File: src/sv/dshl_pkg.sv
package dshl_pkg;

  // ring geometry
  localparam int HISTORY_DEPTH = 64;
  localparam int PTR_W = (HISTORY_DEPTH > 1) ? $clog2(HISTORY_DEPTH) : 1;
  localparam int CNT_W = $clog2(HISTORY_DEPTH + 1);
  localparam int CE_W  = CNT_W + 1;

  // field widths
  localparam int RAW_W   = 12;
  localparam int PCT_W   = 7;
  localparam int TIME_W  = 32;
  localparam int THR_W   = 7;
  localparam int HB_W    = 16;
  localparam int LIM_W   = 7;
  localparam int KIND_W  = 2;
  localparam int CFG_W   = 16;
  localparam int CFG_IDX_W = 2;

  // scaler widths: (raw - dry) * 100 fits 19 bits, quotient below 128 after the clamp test
  localparam int NUM_W     = 19;
  localparam int DIV_STEPS = 7;
  localparam int STEP_W    = 3;

  localparam logic [PCT_W-1:0] PCT_MAX = 7'd100;

  // reset values of the registers
  localparam logic [RAW_W-1:0] RAW_DRY_RST = 12'd50;
  localparam logic [RAW_W-1:0] RAW_WET_RST = 12'd2500;
  localparam logic [THR_W-1:0] THR_RST     = 7'd5;
  localparam logic [HB_W-1:0]  HB_RST      = 16'd720;
  localparam logic [HB_W-1:0]  QUIET_MAX   = 16'hFFFF;

  // register indexes
  localparam logic [CFG_IDX_W-1:0] REG_RAW_DRY   = 2'd0;
  localparam logic [CFG_IDX_W-1:0] REG_RAW_WET   = 2'd1;
  localparam logic [CFG_IDX_W-1:0] REG_THRESHOLD = 2'd2;
  localparam logic [CFG_IDX_W-1:0] REG_HEARTBEAT = 2'd3;

  // opcodes
  localparam logic OP_SAMPLE = 1'b0;
  localparam logic OP_READ   = 1'b1;

  // result kinds
  localparam logic [KIND_W-1:0] KIND_STATUS = 2'd0;
  localparam logic [KIND_W-1:0] KIND_ENTRY  = 2'd1;
  localparam logic [KIND_W-1:0] KIND_EMPTY  = 2'd2;

  typedef enum logic [2:0] {
    ST_IDLE,
    ST_SCALE,
    ST_DECIDE,
    ST_RD_ISSUE,
    ST_RD_WAIT,
    ST_EMPTY
  } ctrl_state_t;

  typedef enum logic [2:0] {
    SC_IDLE,
    SC_MUL,
    SC_CMP,
    SC_DIV,
    SC_DONE
  } scale_state_t;

  typedef struct packed {
    logic [PCT_W-1:0]  level;
    logic [TIME_W-1:0] stamp;
  } ring_entry_t;

  typedef struct packed {
    logic              en;
    logic [PTR_W-1:0]  addr;
    ring_entry_t       data;
  } ring_wr_t;

endpackage

File: src/sv/deadband_sample_history_logger.sv
// report-by-exception level logger: a sample word scales a 12-bit reading to 0..100 percent
// between the dry and wet points (truncated, clamped, 0 when wet is not above dry) and stores
// percent and timestamp in a ring when nothing is stored yet, when the change from the last
// stored percent reaches the threshold, or when the heartbeat count of unstored samples is
// reached; a read word returns the newest min(stored, read_limit) entries oldest first, or
// one empty word. one word is in work at a time. a sample result is loaded once the
// bit-serial divider in the scaler has finished (one quotient bit per cycle, seven bits after
// a clamp test; a reading that clamps or scales to zero skips the divider), and the next word
// can be taken in the cycle after that load. a read steps through an issue state and a wait
// state for each entry, set by the registered read port of the history ram; an empty read
// loads its word from the empty state. a stalled result holds the controller in place. a new
// word is taken while the last result still waits in the output register. registers are to
// be written only while idle; the block itself does not enforce this
module deadband_sample_history_logger (
  input  logic                            clk,
  input  logic                            rst_n,

  input  logic                            in_valid,
  output logic                            in_ready,
  input  logic                            in_opcode,
  input  logic [dshl_pkg::RAW_W-1:0]      in_raw_sample,
  input  logic [dshl_pkg::TIME_W-1:0]     in_time_seconds,
  input  logic [dshl_pkg::LIM_W-1:0]      in_read_limit,

  output logic                            out_valid,
  input  logic                            out_ready,
  output logic [dshl_pkg::KIND_W-1:0]     out_result_kind,
  output logic [dshl_pkg::PCT_W-1:0]      out_level_percent,
  output logic                            out_was_recorded,
  output logic [dshl_pkg::PCT_W-1:0]      out_change_amount,
  output logic [dshl_pkg::TIME_W-1:0]     out_entry_time,
  output logic [dshl_pkg::LIM_W-1:0]      out_stored_entries,
  output logic                            out_last_of_run,

  input  logic                            cfg_we,
  input  logic [dshl_pkg::CFG_IDX_W-1:0]  cfg_index,
  input  logic [dshl_pkg::CFG_W-1:0]      cfg_wdata
);
  import dshl_pkg::*;

  // configuration
  logic [RAW_W-1:0] raw_dry_r;
  logic [RAW_W-1:0] raw_wet_r;
  logic [THR_W-1:0] thr_r;
  logic [HB_W-1:0]  hb_r;

  // logger state
  logic [PTR_W-1:0] wp_r;
  logic [CNT_W-1:0] valid_count_r;
  logic [PCT_W-1:0] ref_level_r;
  logic [HB_W-1:0]  quiet_r;
  logic             have_ref_r;

  ctrl_state_t state_r, state_nxt;

  // word in work
  logic [PCT_W-1:0]  pct_r;
  logic [TIME_W-1:0] time_r;
  logic [PTR_W-1:0]  rd_addr_r;
  logic [CNT_W-1:0]  rd_left_r;

  // output register
  logic              out_valid_r;
  logic [KIND_W-1:0] out_kind_r;
  logic [PCT_W-1:0]  out_level_r;
  logic              out_rec_r;
  logic [PCT_W-1:0]  out_change_r;
  logic [TIME_W-1:0] out_time_r;
  logic [LIM_W-1:0]  out_stored_r;
  logic              out_last_r;

  // control strobes
  logic accept;
  logic scale_start;
  logic rd_en;
  logic out_free;
  logic out_load;
  logic commit;

  // scaler and ring
  logic        scale_done;
  logic [PCT_W-1:0] scale_pct;
  ring_wr_t    ring_wr;
  ring_entry_t ring_rd;

  // decision on the sample in work
  logic [HB_W-1:0]  quiet_inc;
  logic [PCT_W-1:0] diff;
  logic             rec;
  logic [CNT_W-1:0] valid_count_nxt;
  logic [PTR_W-1:0] wp_inc;

  // read setup
  logic [LIM_W-1:0] valid_ext;
  logic [CNT_W-1:0] rd_count;
  logic [CE_W-1:0]  wp_ce;
  logic [CE_W-1:0]  cnt_ce;
  logic [PTR_W-1:0] rd_start;
  logic [PTR_W-1:0] rd_addr_inc;
  logic             rd_last;

  dshl_scaler u_scaler (
    .clk     (clk),
    .rst_n   (rst_n),
    .start   (scale_start),
    .raw     (in_raw_sample),
    .raw_dry (raw_dry_r),
    .raw_wet (raw_wet_r),
    .done    (scale_done),
    .pct     (scale_pct)
  );

  dshl_ring u_ring (
    .clk     (clk),
    .wr      (ring_wr),
    .rd_en   (rd_en),
    .rd_addr (rd_addr_r),
    .rd_data (ring_rd)
  );

  // quiet count saturates, first sample always records
  always_comb begin
    quiet_inc = (quiet_r == QUIET_MAX) ? quiet_r : quiet_r + 1'b1;
    if (!have_ref_r) diff = PCT_MAX;
    else if (pct_r >= ref_level_r) diff = pct_r - ref_level_r;
    else diff = ref_level_r - pct_r;
    rec = !have_ref_r || (diff >= thr_r) || (quiet_inc >= hb_r);
    if (rec && (valid_count_r != CNT_W'(HISTORY_DEPTH))) valid_count_nxt = valid_count_r + 1'b1;
    else valid_count_nxt = valid_count_r;
    wp_inc = (wp_r == PTR_W'(HISTORY_DEPTH - 1)) ? '0 : wp_r + 1'b1;
  end

  // newest entries end just below the write pointer
  always_comb begin
    valid_ext = LIM_W'(valid_count_r);
    rd_count  = (in_read_limit < valid_ext) ? CNT_W'(in_read_limit) : valid_count_r;
    wp_ce     = CE_W'(wp_r);
    cnt_ce    = CE_W'(rd_count);
    if (wp_ce >= cnt_ce) rd_start = PTR_W'(wp_ce - cnt_ce);
    else rd_start = PTR_W'(wp_ce + CE_W'(HISTORY_DEPTH) - cnt_ce);
    rd_addr_inc = (rd_addr_r == PTR_W'(HISTORY_DEPTH - 1)) ? '0 : rd_addr_r + 1'b1;
    rd_last     = (rd_left_r == CNT_W'(1));
  end

  // next state
  always_comb begin
    state_nxt = state_r;
    unique case (state_r)
      ST_IDLE: begin
        if (in_valid) begin
          if (in_opcode == OP_SAMPLE) state_nxt = ST_SCALE;
          else if (rd_count == '0) state_nxt = ST_EMPTY;
          else state_nxt = ST_RD_ISSUE;
        end
      end
      ST_SCALE:    if (scale_done) state_nxt = ST_DECIDE;
      ST_DECIDE:   if (out_free) state_nxt = ST_IDLE;
      ST_RD_ISSUE: state_nxt = ST_RD_WAIT;
      ST_RD_WAIT: begin
        if (out_free) state_nxt = rd_last ? ST_IDLE : ST_RD_ISSUE;
      end
      ST_EMPTY:    if (out_free) state_nxt = ST_IDLE;
      default:     state_nxt = ST_IDLE;
    endcase
  end

  // control outputs
  always_comb begin
    out_free    = !out_valid_r || out_ready;
    in_ready    = (state_r == ST_IDLE);
    accept      = in_valid && in_ready;
    scale_start = accept && (in_opcode == OP_SAMPLE);
    rd_en       = (state_r == ST_RD_ISSUE);
    commit      = (state_r == ST_DECIDE) && out_free;
    out_load    = out_free && ((state_r == ST_DECIDE) || (state_r == ST_RD_WAIT) ||
                               (state_r == ST_EMPTY));
  end

  always_comb begin
    ring_wr.en         = commit && rec;
    ring_wr.addr       = wp_r;
    ring_wr.data.level = pct_r;
    ring_wr.data.stamp = time_r;
  end

  always_ff @(posedge clk) begin
    if (!rst_n) begin
      raw_dry_r <= RAW_DRY_RST;
      raw_wet_r <= RAW_WET_RST;
      thr_r     <= THR_RST;
      hb_r      <= HB_RST;
    end else if (cfg_we) begin
      unique case (cfg_index)
        REG_RAW_DRY:   raw_dry_r <= cfg_wdata[RAW_W-1:0];
        REG_RAW_WET:   raw_wet_r <= cfg_wdata[RAW_W-1:0];
        REG_THRESHOLD: thr_r     <= cfg_wdata[THR_W-1:0];
        REG_HEARTBEAT: hb_r      <= cfg_wdata[HB_W-1:0];
        default: begin
        end
      endcase
    end
  end

  always_ff @(posedge clk) begin
    if (!rst_n) begin
      state_r       <= ST_IDLE;
      wp_r          <= '0;
      valid_count_r <= '0;
      ref_level_r   <= '0;
      quiet_r       <= '0;
      have_ref_r    <= 1'b0;
      out_valid_r   <= 1'b0;
    end else begin
      state_r <= state_nxt;
      if (commit) begin
        valid_count_r <= valid_count_nxt;
        if (rec) begin
          wp_r        <= wp_inc;
          ref_level_r <= pct_r;
          have_ref_r  <= 1'b1;
          quiet_r     <= '0;
        end else begin
          quiet_r <= quiet_inc;
        end
      end
      if (out_load) out_valid_r <= 1'b1;
      else if (out_ready) out_valid_r <= 1'b0;
    end
  end

  // datapath of the word in work
  always_ff @(posedge clk) begin
    if (accept) begin
      time_r    <= in_time_seconds;
      rd_addr_r <= rd_start;
      rd_left_r <= rd_count;
    end
    if ((state_r == ST_SCALE) && scale_done) pct_r <= scale_pct;
    if ((state_r == ST_RD_WAIT) && out_free) begin
      rd_addr_r <= rd_addr_inc;
      rd_left_r <= rd_left_r - 1'b1;
    end
  end

  always_ff @(posedge clk) begin
    if (out_load) begin
      unique case (state_r)
        ST_DECIDE: begin
          out_kind_r   <= KIND_STATUS;
          out_level_r  <= pct_r;
          out_rec_r    <= rec;
          out_change_r <= diff;
          out_time_r   <= time_r;
          out_stored_r <= LIM_W'(valid_count_nxt);
          out_last_r   <= 1'b1;
        end
        ST_RD_WAIT: begin
          out_kind_r   <= KIND_ENTRY;
          out_level_r  <= ring_rd.level;
          out_rec_r    <= 1'b0;
          out_change_r <= '0;
          out_time_r   <= ring_rd.stamp;
          out_stored_r <= LIM_W'(valid_count_r);
          out_last_r   <= rd_last;
        end
        default: begin
          out_kind_r   <= KIND_EMPTY;
          out_level_r  <= '0;
          out_rec_r    <= 1'b0;
          out_change_r <= '0;
          out_time_r   <= '0;
          out_stored_r <= LIM_W'(valid_count_r);
          out_last_r   <= 1'b1;
        end
      endcase
    end
  end

  assign out_valid          = out_valid_r;
  assign out_result_kind    = out_kind_r;
  assign out_level_percent  = out_level_r;
  assign out_was_recorded   = out_rec_r;
  assign out_change_amount  = out_change_r;
  assign out_entry_time     = out_time_r;
  assign out_stored_entries = out_stored_r;
  assign out_last_of_run    = out_last_r;

`ifndef ASSERT_OFF
  // the scaler only finishes while the controller waits for it
  a_done_in_scale: assert property (@(posedge clk) disable iff (!rst_n)
    scale_done |-> (state_r == ST_SCALE))
    else $error("scaler finished outside the scale state");

  // a recorded sample sets the reference and clears the quiet count
  a_rec_updates: assert property (@(posedge clk) disable iff (!rst_n)
    (commit && rec) |=> (have_ref_r && (quiet_r == '0) && (valid_count_r != '0)))
    else $error("recording did not update the reference state");

  // no reference yet means nothing stored
  a_empty_no_ref: assert property (@(posedge clk) disable iff (!rst_n)
    !have_ref_r |-> ((valid_count_r == '0) && (wp_r == '0)))
    else $error("ring holds entries without a reference");

  // ring fill never exceeds its depth
  a_fill_bound: assert property (@(posedge clk) disable iff (!rst_n)
    commit |=> (valid_count_r <= CNT_W'(HISTORY_DEPTH)))
    else $error("ring fill count above depth");
`endif

endmodule

File: src/sv/dshl_scaler.sv
module dshl_scaler (
  input  logic                       clk,
  input  logic                       rst_n,
  input  logic                       start,
  input  logic [dshl_pkg::RAW_W-1:0] raw,
  input  logic [dshl_pkg::RAW_W-1:0] raw_dry,
  input  logic [dshl_pkg::RAW_W-1:0] raw_wet,
  output logic                       done,
  output logic [dshl_pkg::PCT_W-1:0] pct
);
  import dshl_pkg::*;

  scale_state_t state_r, state_nxt;

  logic [RAW_W-1:0]  d_r;
  logic [RAW_W-1:0]  span_r;
  logic              zero_r;
  logic [NUM_W-1:0]  num_r;
  logic [RAW_W-1:0]  rem_r;
  logic [PCT_W-1:0]  q_r;
  logic [STEP_W-1:0] step_r;

  logic [RAW_W:0]    trial;
  logic              trial_ge;
  logic [NUM_W-1:0]  d_ext;
  logic [NUM_W-1:0]  span_top;

  // one quotient bit per cycle: shift a numerator bit into the remainder
  assign trial    = {rem_r, q_r[PCT_W-1]};
  assign trial_ge = trial >= {1'b0, span_r};
  assign d_ext    = NUM_W'(d_r);
  assign span_top = {span_r, 7'b0};

  always_comb begin
    state_nxt = state_r;
    unique case (state_r)
      SC_IDLE: if (start) state_nxt = SC_MUL;
      SC_MUL:  state_nxt = SC_CMP;
      SC_CMP: begin
        if (zero_r || (num_r >= span_top)) state_nxt = SC_DONE;
        else state_nxt = SC_DIV;
      end
      SC_DIV:  if (step_r == STEP_W'(DIV_STEPS - 1)) state_nxt = SC_DONE;
      SC_DONE: state_nxt = SC_IDLE;
      default: state_nxt = SC_IDLE;
    endcase
  end

  always_comb begin
    done = (state_r == SC_DONE);
    pct  = (q_r > PCT_MAX) ? PCT_MAX : q_r;
  end

  always_ff @(posedge clk) begin
    if (!rst_n) state_r <= SC_IDLE;
    else state_r <= state_nxt;
  end

  always_ff @(posedge clk) begin
    unique case (state_r)
      SC_IDLE: begin
        if (start) begin
          d_r    <= raw - raw_dry;
          span_r <= raw_wet - raw_dry;
          zero_r <= (raw_wet <= raw_dry) || (raw <= raw_dry);
        end
      end
      SC_MUL: begin
        // times 100 as 64 + 32 + 4
        num_r <= (d_ext << 6) + (d_ext << 5) + (d_ext << 2);
      end
      SC_CMP: begin
        step_r <= '0;
        if (zero_r) begin
          q_r <= '0;
        end else if (num_r >= span_top) begin
          q_r <= PCT_MAX;
        end else begin
          rem_r <= num_r[NUM_W-1:DIV_STEPS];
          q_r   <= num_r[DIV_STEPS-1:0];
        end
      end
      SC_DIV: begin
        step_r <= step_r + 1'b1;
        q_r    <= {q_r[PCT_W-2:0], trial_ge};
        if (trial_ge) rem_r <= RAW_W'(trial - {1'b0, span_r});
        else rem_r <= trial[RAW_W-1:0];
      end
      default: begin
      end
    endcase
  end

endmodule

File: src/sv/dshl_ring.sv
module dshl_ring (
  input  logic                       clk,
  input  dshl_pkg::ring_wr_t         wr,
  input  logic                       rd_en,
  input  logic [dshl_pkg::PTR_W-1:0] rd_addr,
  output dshl_pkg::ring_entry_t      rd_data
);
  import dshl_pkg::*;

  logic [PCT_W-1:0]  level_mem [HISTORY_DEPTH];
  logic [TIME_W-1:0] time_mem  [HISTORY_DEPTH];

  always_ff @(posedge clk) begin
    if (wr.en) begin
      level_mem[wr.addr] <= wr.data.level;
      time_mem[wr.addr]  <= wr.data.stamp;
    end
  end

  // registered read, held while no read is issued
  always_ff @(posedge clk) begin
    if (rd_en) begin
      rd_data.level <= level_mem[rd_addr];
      rd_data.stamp <= time_mem[rd_addr];
    end
  end

endmodule

File: config.mk
export PLATFORM = sky130hd
export DESIGN_NAME = deadband_sample_history_logger
export DESIGN_NICKNAME = d
export VERILOG_FILES = /design/src/sv/dshl_pkg.sv /design/src/sv/deadband_sample_history_logger.sv /design/src/sv/dshl_scaler.sv /design/src/sv/dshl_ring.sv
export SDC_FILE = /design/constraint.sdc
export NUM_CORES = 2
export LEC_CHECK = 0
export ABC_AREA = 1
export BUFFER_PORTS_ARGS = -buffer_cell sky130_fd_sc_hd__buf_2
export CELL_PAD_IN_SITES_DETAIL_PLACEMENT = 2
export CELL_PAD_IN_SITES_GLOBAL_PLACEMENT = 2
export CORE_ASPECT_RATIO = 0.8
export CORE_MARGIN = 5
export CORE_UTILIZATION = 45
export CTS_CLUSTER_SIZE = 12
export DETAILED_ROUTE_END_ITERATION = 10
export PLACE_DENSITY_LB_ADDON = 0.1
export SLEW_MARGIN = 20
export SYNTH_ARGS = -nofsm -noshare
export SYNTH_HDL_FRONTEND = slang
export SYNTH_SLANG_ARGS = --single-unit
File: constraint.sdc
create_clock -name clk -period 7.11 [get_ports clk]
set_clock_uncertainty 0.15 [all_clocks]
set_input_delay 0.3555 -clock clk [delete_from_list [all_inputs] [get_ports clk]]
set_output_delay 0.3555 -clock clk [all_outputs]
set_load 0.01 [all_outputs]
* Yosys cells after proc, flatten, opt, wreduce, memory -nomap -nowiden
Memories as Yosys holds them, arrays and structs flattened. A register that Yosys moved wholly into a read port is not among the register bits. Cells that the tools add are included.
Storage, ports and cells: bits in registers 266, RAM bits 2496, input bits 75, output and inout port bits 59, word-level logic and storage cells 160, memories 2
Memories:
- u_ring.time_mem | words 64, width 32, rd ports 1, clocked after Yosys merged registers in 1, write ports 1, line dshl_ring.sv:11 | logic [TIME_W-1:0] time_mem [HISTORY_DEPTH];
- u_ring.level_mem | words 64, width 7, rd ports 1, clocked after Yosys merged registers in 1, write ports 1, line dshl_ring.sv:10 | logic [PCT_W-1:0] level_mem [HISTORY_DEPTH];
Cells by class: add/subtract/negate cells 16, magnitude comparators 10, equality and inequality tests 26, muxes and demuxes 41, bitwise gates (word level) 1, reductions and logical operators 34
Operators with widths (number):
- case mux 32 bit (2 select lines) | 1
- 2-to-1 mux 7 bit | 9
- 2-to-1 mux 12 bit | 3
- subtractor 12 bit | 3
- 2-to-1 mux 16 bit | 2
- 2-to-1 mux 6 bit | 5
- case mux 7 bit (2 select lines) | 2
- 2-to-1 mux 3 bit | 9
- <= comparator 12 bit | 2
- case mux 12 bit (2 select lines) | 1
- adder 18 x 17 -> 19 bit | 1
- adder 19 x 14 -> 19 bit | 1
- greater-or-equal comparator 19 bit | 1
- adder 6 x 1 -> 6 bit (second input constant) | 3
- adder 16 x 1 -> 16 bit (second input constant) | 1
- == test 16 bit (second input constant) | 1
- greater-or-equal comparator 16 bit | 1
- case mux 3 bit (5 select lines) | 1
- greater-or-equal comparator 7 bit | 2
- AND reduction 2 bit | 7
- subtractor 7 bit | 2
- greater-or-equal comparator 13 x 12 -> 1 bit | 1
- == test 3 x 2 -> 1 bit (second input constant) | 4
- == test 3 bit (second input constant) | 4
- other kinds (31) | 61

* Depth between registers and ports, before layout
depth in word-level cells 9, mapped depth 24, gate-level depth less buffers 23

* By module
A second synthesis with hierarchy kept.
Unflattened totals: cells, all modules 9929, area, all modules 116525.5 sq um
Modules (own cells, without submodules):
- dshl_ring | instances 1, cells each 8225, area an instance 101298.4 sq um, sequential area each 76123.0 sq um
- deadband_sample_history_logger | instances 1, cells each 1083, area an instance 9870.7 sq um, sequential area each 5034.8 sq um
- dshl_scaler | instances 1, cells each 621, area an instance 5356.4 sq um, sequential area each 1981.9 sq um

* Worst setup path after synthesis
Ideal clock, no wire load.
path type reg-to-reg, start register pct_r[4], end memory u_ring.level_mem[13][0], enable pin, setup time 0.436 ns, arrival time 5.522 ns, required time 6.524 ns, slack 1.003 ns, stages on the path, launching flop included 22, buffers on the path 1, clock period less this slack 6.107 ns, path through edfxtp_1 > ha_1 > clkbuf_1 > nand2_1 > a21oi_1 > a211oi_1 > nand2_1 > nor2_2 > inv_1 > nand2_1 > nand3_1 > ha_1 > nand2_1 > nor2_1 > nand4_1 > nand3_1 > nor2_1 > nand4_1 > nand2_2 > inv_2 > nand4_1 > nor2_1
Between the ends: longest elaborated chain between the ends 9, elaborated cells on any way between the ends 11, those cells by class 2 x add/sub; 2 x order compare; 4 x mux; 3 x reduce/logical
Ends and longest elaborated chain:
- start, declared | line deadband_sample_history_logger.sv:57 | logic [PCT_W-1:0] pct_r;
- start signal, assigned | line deadband_sample_history_logger.sv:238 | if ((state_r == ST_SCALE) && scale_done) pct_r <= scale_pct;
- subtractor 7 bit (tied with other cells) | line deadband_sample_history_logger.sv:126 | else diff = ref_level_r - pct_r;
- 2-to-1 mux 7 bit * | line deadband_sample_history_logger.sv:125 | else if (pct_r >= ref_level_r) diff = pct_r - ref_level_r;
- 2-to-1 mux 7 bit * | line deadband_sample_history_logger.sv:124 | if (!have_ref_r) diff = PCT_MAX;
- net diff[6] | line deadband_sample_history_logger.sv:88 | logic [PCT_W-1:0] diff;
- greater-or-equal comparator 7 bit * | line deadband_sample_history_logger.sv:127 | rec = !have_ref_r || (diff >= thr_r) || (quiet_inc >= hb_r);
- logical OR 1 bit * (2 in a row) | line deadband_sample_history_logger.sv:127
- logical AND 1 bit * | line deadband_sample_history_logger.sv:180 | ring_wr.en = commit && rec;
- 2-to-1 mux 1 bit * | line dshl_ring.sv:14 | if (wr.en) begin
- 2-to-1 mux 1 bit (implied by the code) * | line dshl_ring.sv:15 | level_mem[wr.addr] <= wr.data.level;
- end, declared | line dshl_ring.sv:10
Mark *: on every way through the listed nets, which the timed path passes. The rest lies on a longest branch.

* Worst setup path in the final report
start register pct_r[1], end memory u_ring.time_mem[24][17], enable pin
Between the ends: longest elaborated chain between the ends 9, elaborated cells on any way between the ends 11, those cells by class 2 x add/sub; 2 x order compare; 4 x mux; 3 x reduce/logical
Ends and longest elaborated chain:
- subtractor 7 bit (tied with other cells) | line deadband_sample_history_logger.sv:126
- 2-to-1 mux 7 bit * | line deadband_sample_history_logger.sv:125
- 2-to-1 mux 7 bit * | line deadband_sample_history_logger.sv:124
- net diff[5] | line deadband_sample_history_logger.sv:88
- greater-or-equal comparator 7 bit * | line deadband_sample_history_logger.sv:127
- logical OR 1 bit * (2 in a row) | line deadband_sample_history_logger.sv:127
- logical AND 1 bit * | line deadband_sample_history_logger.sv:180
- 2-to-1 mux 1 bit * | line dshl_ring.sv:14
- 2-to-1 mux 1 bit (implied by the code) * | line dshl_ring.sv:16 | time_mem[wr.addr] <= wr.data.stamp;
- end, declared | line dshl_ring.sv:11
Marked as above.

==> flow_metrics.tcl <==
set metrics [dict create \
    crit_slowest_cell "edfxtp_1" \
    ios 134 \
    final_common_cell "edfxtp_1" \
    fillCellCount 23500 \
    fin_tns_setup_ps 0 \
    clk_latency_ps 900 \
    port_buffers 133 \
    cts_root_buf "clkbuf_16" \
    dieArea_um2 262000 \
    routabilityCongestion 0.826 \
    syn_area_um2 113000 \
    yosysUniqueCellTypes 46 \
    critPathBufInv 3 \
    p_leak_nw 42.0 \
    core_area_um2 250000 \
    yosysWarnings 0 \
    die_w_um 571 \
    synth_edf_count 2708 \
    worst_pin_slew_ps 1250 \
    synth_flop_cell "edfxtp_1" \
    htreeDepth 5 \
    netlist_instances 8803 \
    crit_top_cell "nand2_1" \
    grt_pass1_vias 86800 \
    critical_path_class "flip-flop to flip-flop" \
    finalCriticalPeriod_ps 5850 \
    worst_slack_ps 1260 \
    finalMaxSlewViolations 0 \
    cp_top_family "simple AND/OR/NAND/NOR gates" \
    die_height_um 459 \
    run_status "finished clean" \
    wl_um 434000 \
    drc 0 \
    drive_gt1_share_pct 8.44 \
    rsz0062_at_grt "false" \
    critPathMaxFanout 21 \
    cts_setup_buffers 0 \
    synth_area_per_cell_um2 12.9 \
    grt.total_usage_pct 32.4 \
    clk_pin_slew_ps 60 \
    setup_violations 0 \
    async_flop_share_pct 0 \
    pwr_density_cell_nw_per_um2 421 \
    synth_nets 9014 \
    fin_crit_sh_pct 82.3 \
    numCtsBuffers 299 \
    endpoint_kind "flip-flop" \
    maxSlewHeadroom_pct 16.6 \
    finalHoldViolations 0 \
    routedWlPerCell_um 34.8 \
    grt.overflow.total 0 \
    cts_tree "built" \
    antenna_left 0 \
    ir_drop_mv 0.388 \
    clock_sinks 2799 \
    drt-initial-drc-count 10200 \
    rows 164 \
    dr_total_vias 80600 \
    start_util_pct 45.3 \
    grt_max_degree 181 \
    grt_pass1_wl_um 627000 \
    mostFrequentLayoutCells "2,708 x edfxtp_1, 1,419 x nor2_1, 1,287 x o21ai_0, 726 x nand2_1, 353 x o22ai_1" \
    holdWs_ps 57.9 \
    drtPass1Iterations 6 \
    max_stage_delay_ps 900 \
    postCtsResizedCells 0 \
    antenna_found_initial 11 \
    cp.arrival_ps 6240 \
    max_freq_mhz 171 \
    crit_path_cell_trace "ha_1 -> nand3b_1 -> nand2_1 -> nand3_1 -> nand2_1 -> nor2_2 -> inv_1 -> o21ai_1 -> nand3_1 -> ha_1 -> nand2_1 -> nor2_1 -> nand4_1 -> nand3_1 -> nor2_1 -> nand4_1 -> nand2_2 -> nor2_2 -> nand2_1 -> buf_4 -> nor2_4 -> buf_4" \
    post-place-ws_ps 1300 \
    drv_cap 0 \
    cts_max_path_buffers 4 \
    synth_seq_area_share_pct 73.3 \
    hold_class "input port to flip-flop" \
    area_delta_synth_final_pct 13.2 \
    viasPerCell 6.46 \
    required_ps 7500 \
    nets 9177 \
    seq_area_um2 83100 \
    ys_ff_latch 2799 \
    startpoint_type "flip-flop" \
    multiInputGateArea_um2 27400 \
    hpwl_um 240000 \
]
[cell families (layout without fill, tap and decap cells)]
logic type      count (synthesis)  in the layout  share of synthesized area [%]
compound gates               2391           2391                           12.4
xor+xnor                       74             74                          0.571
fa+ha+maj                     136            136                           1.60
buf+inv                       800           1151                           3.06
flops                        2799           2799                           73.3
other cells                     0              3                              0
simple gates                 2603           2603                           9.11
[cells in the mapped netlist (3+ instances only)]
library cell  count  area, um^2
xnor2_1          25         219
buf_1            23        86.3
ha_1            121        1510
nor4_1            7        43.8
o22ai_1         353        2210
nor2_1         1490        5590
buf_2           168         841
a31oi_1           9        56.3
nor3_1           20         100
a21oi_1         133         666
nand4_1          21         131
nand2_1         726        2730
clkbuf_1        352        1320
o21bai_1          3        22.5
nand3_1         319        1600
inv_1           205         769
o21ai_1         115         576
dfxtp_1          91        1820
edfxtp_1       2708       81300
o211ai_1        163        1220
buf_4            17         128
a21o_1            4        30.0
nand3b_1          8        60.1
inv_2             6        22.5
o21ai_0        1288        6450
o221ai_1        279        2440
fa_1             15         300
buf_6            26         293
o21a_1            5        37.5
xor2_1           49         429
a22o_1           33         289
[cell type report]
class,count,share of cell area (%)
Tap cell,3320,3.23
Inverter,214,0.655
Sequential cell,2799,64.7
Clock buffer,394,6.20
Multi-Input combinational cell,5204,21.3
Clock inverter,95,0.455
Antenna cell,3,0.00584
Timing Repair Buffer,448,3.43
[power by group]
part	switching [mW]	leakage [nW]	internal [mW]	total, mW
registers	0.402	25.1	19.5	20.0
logic	15.0	12.7	4.51	19.5
clock network	6.79	4.14	7.93	14.7
[stage by stage]
step                total power [mW]  area [um^2]  std cells  utilization (%)
global placement                37.8       119000      11900             47.4
floorplan                       30.9       113000       8803                -
detailed placement              38.9       119000      11900             47.4
global route                    56.1       128000      12500             51.3
finish                          54.1       128000      12500             51.3
CTS                             54.1       128000      12500             51.3
[registers in the layout, indices dropped and copies added, names as in the netlist, 7 cells and up]
register	cells
u_ring.time_mem	2048
u_ring.level_mem	448
u_ring.rd_data	39
out_entry_time	32
time_r	32
u_scaler.num_r	17
hb_r	16
quiet_r	16
raw_dry_r	12
raw_wet_r	12
u_scaler.d_r	12
u_scaler.rem_r	12
u_scaler.span_r	12
out_change_amount	7
out_level_percent	7
out_stored_entries	7
pct_r	7
rd_left_r	7
ref_level_r	7
thr_r	7
u_scaler.q_r	7
valid_count_r	7
[layer usage]
| metal | GRT usage, % | wire [um] | vias to the layer above |
|---|---|---|---|
| met5 | 0 | 31 | - |
| met1 | 44.3 | 177000 | 42600 |
| met3 | 4.34 | 30600 | 857 |
| met4 | 13.1 | 19400 | 4 |
| li1 | - | - | 33100 |
| met2 | 52.8 | 207000 | 3993 |
[timing repair]
item | 4_1_cts | 5_1_grt
hold endpoints to repair | 109 | 0
endpoints found under the setup margin | 0 | 0
hold buffers | 112 | 0
[path summary, 6_finish.rpt]
path                               start                                 to  slack [ps]  cells past startpoint
hold / removal       in_time_seconds[14]               time_r[14]$_DFFE_PP_          60                      2
setup / recovery  pct_r[1]$_SDFFCE_PN0P_  u_ring.time_mem[24][17]$_DFFE_PP_        1260                     22
hold reg to reg    thr_r[4]$_SDFFE_PN0P_              thr_r[4]$_SDFFE_PN0P_         320                      2
setup reg to reg  pct_r[1]$_SDFFCE_PN0P_  u_ring.time_mem[24][17]$_DFFE_PP_        1260                     22
Power figures use the tool's default switching activity.
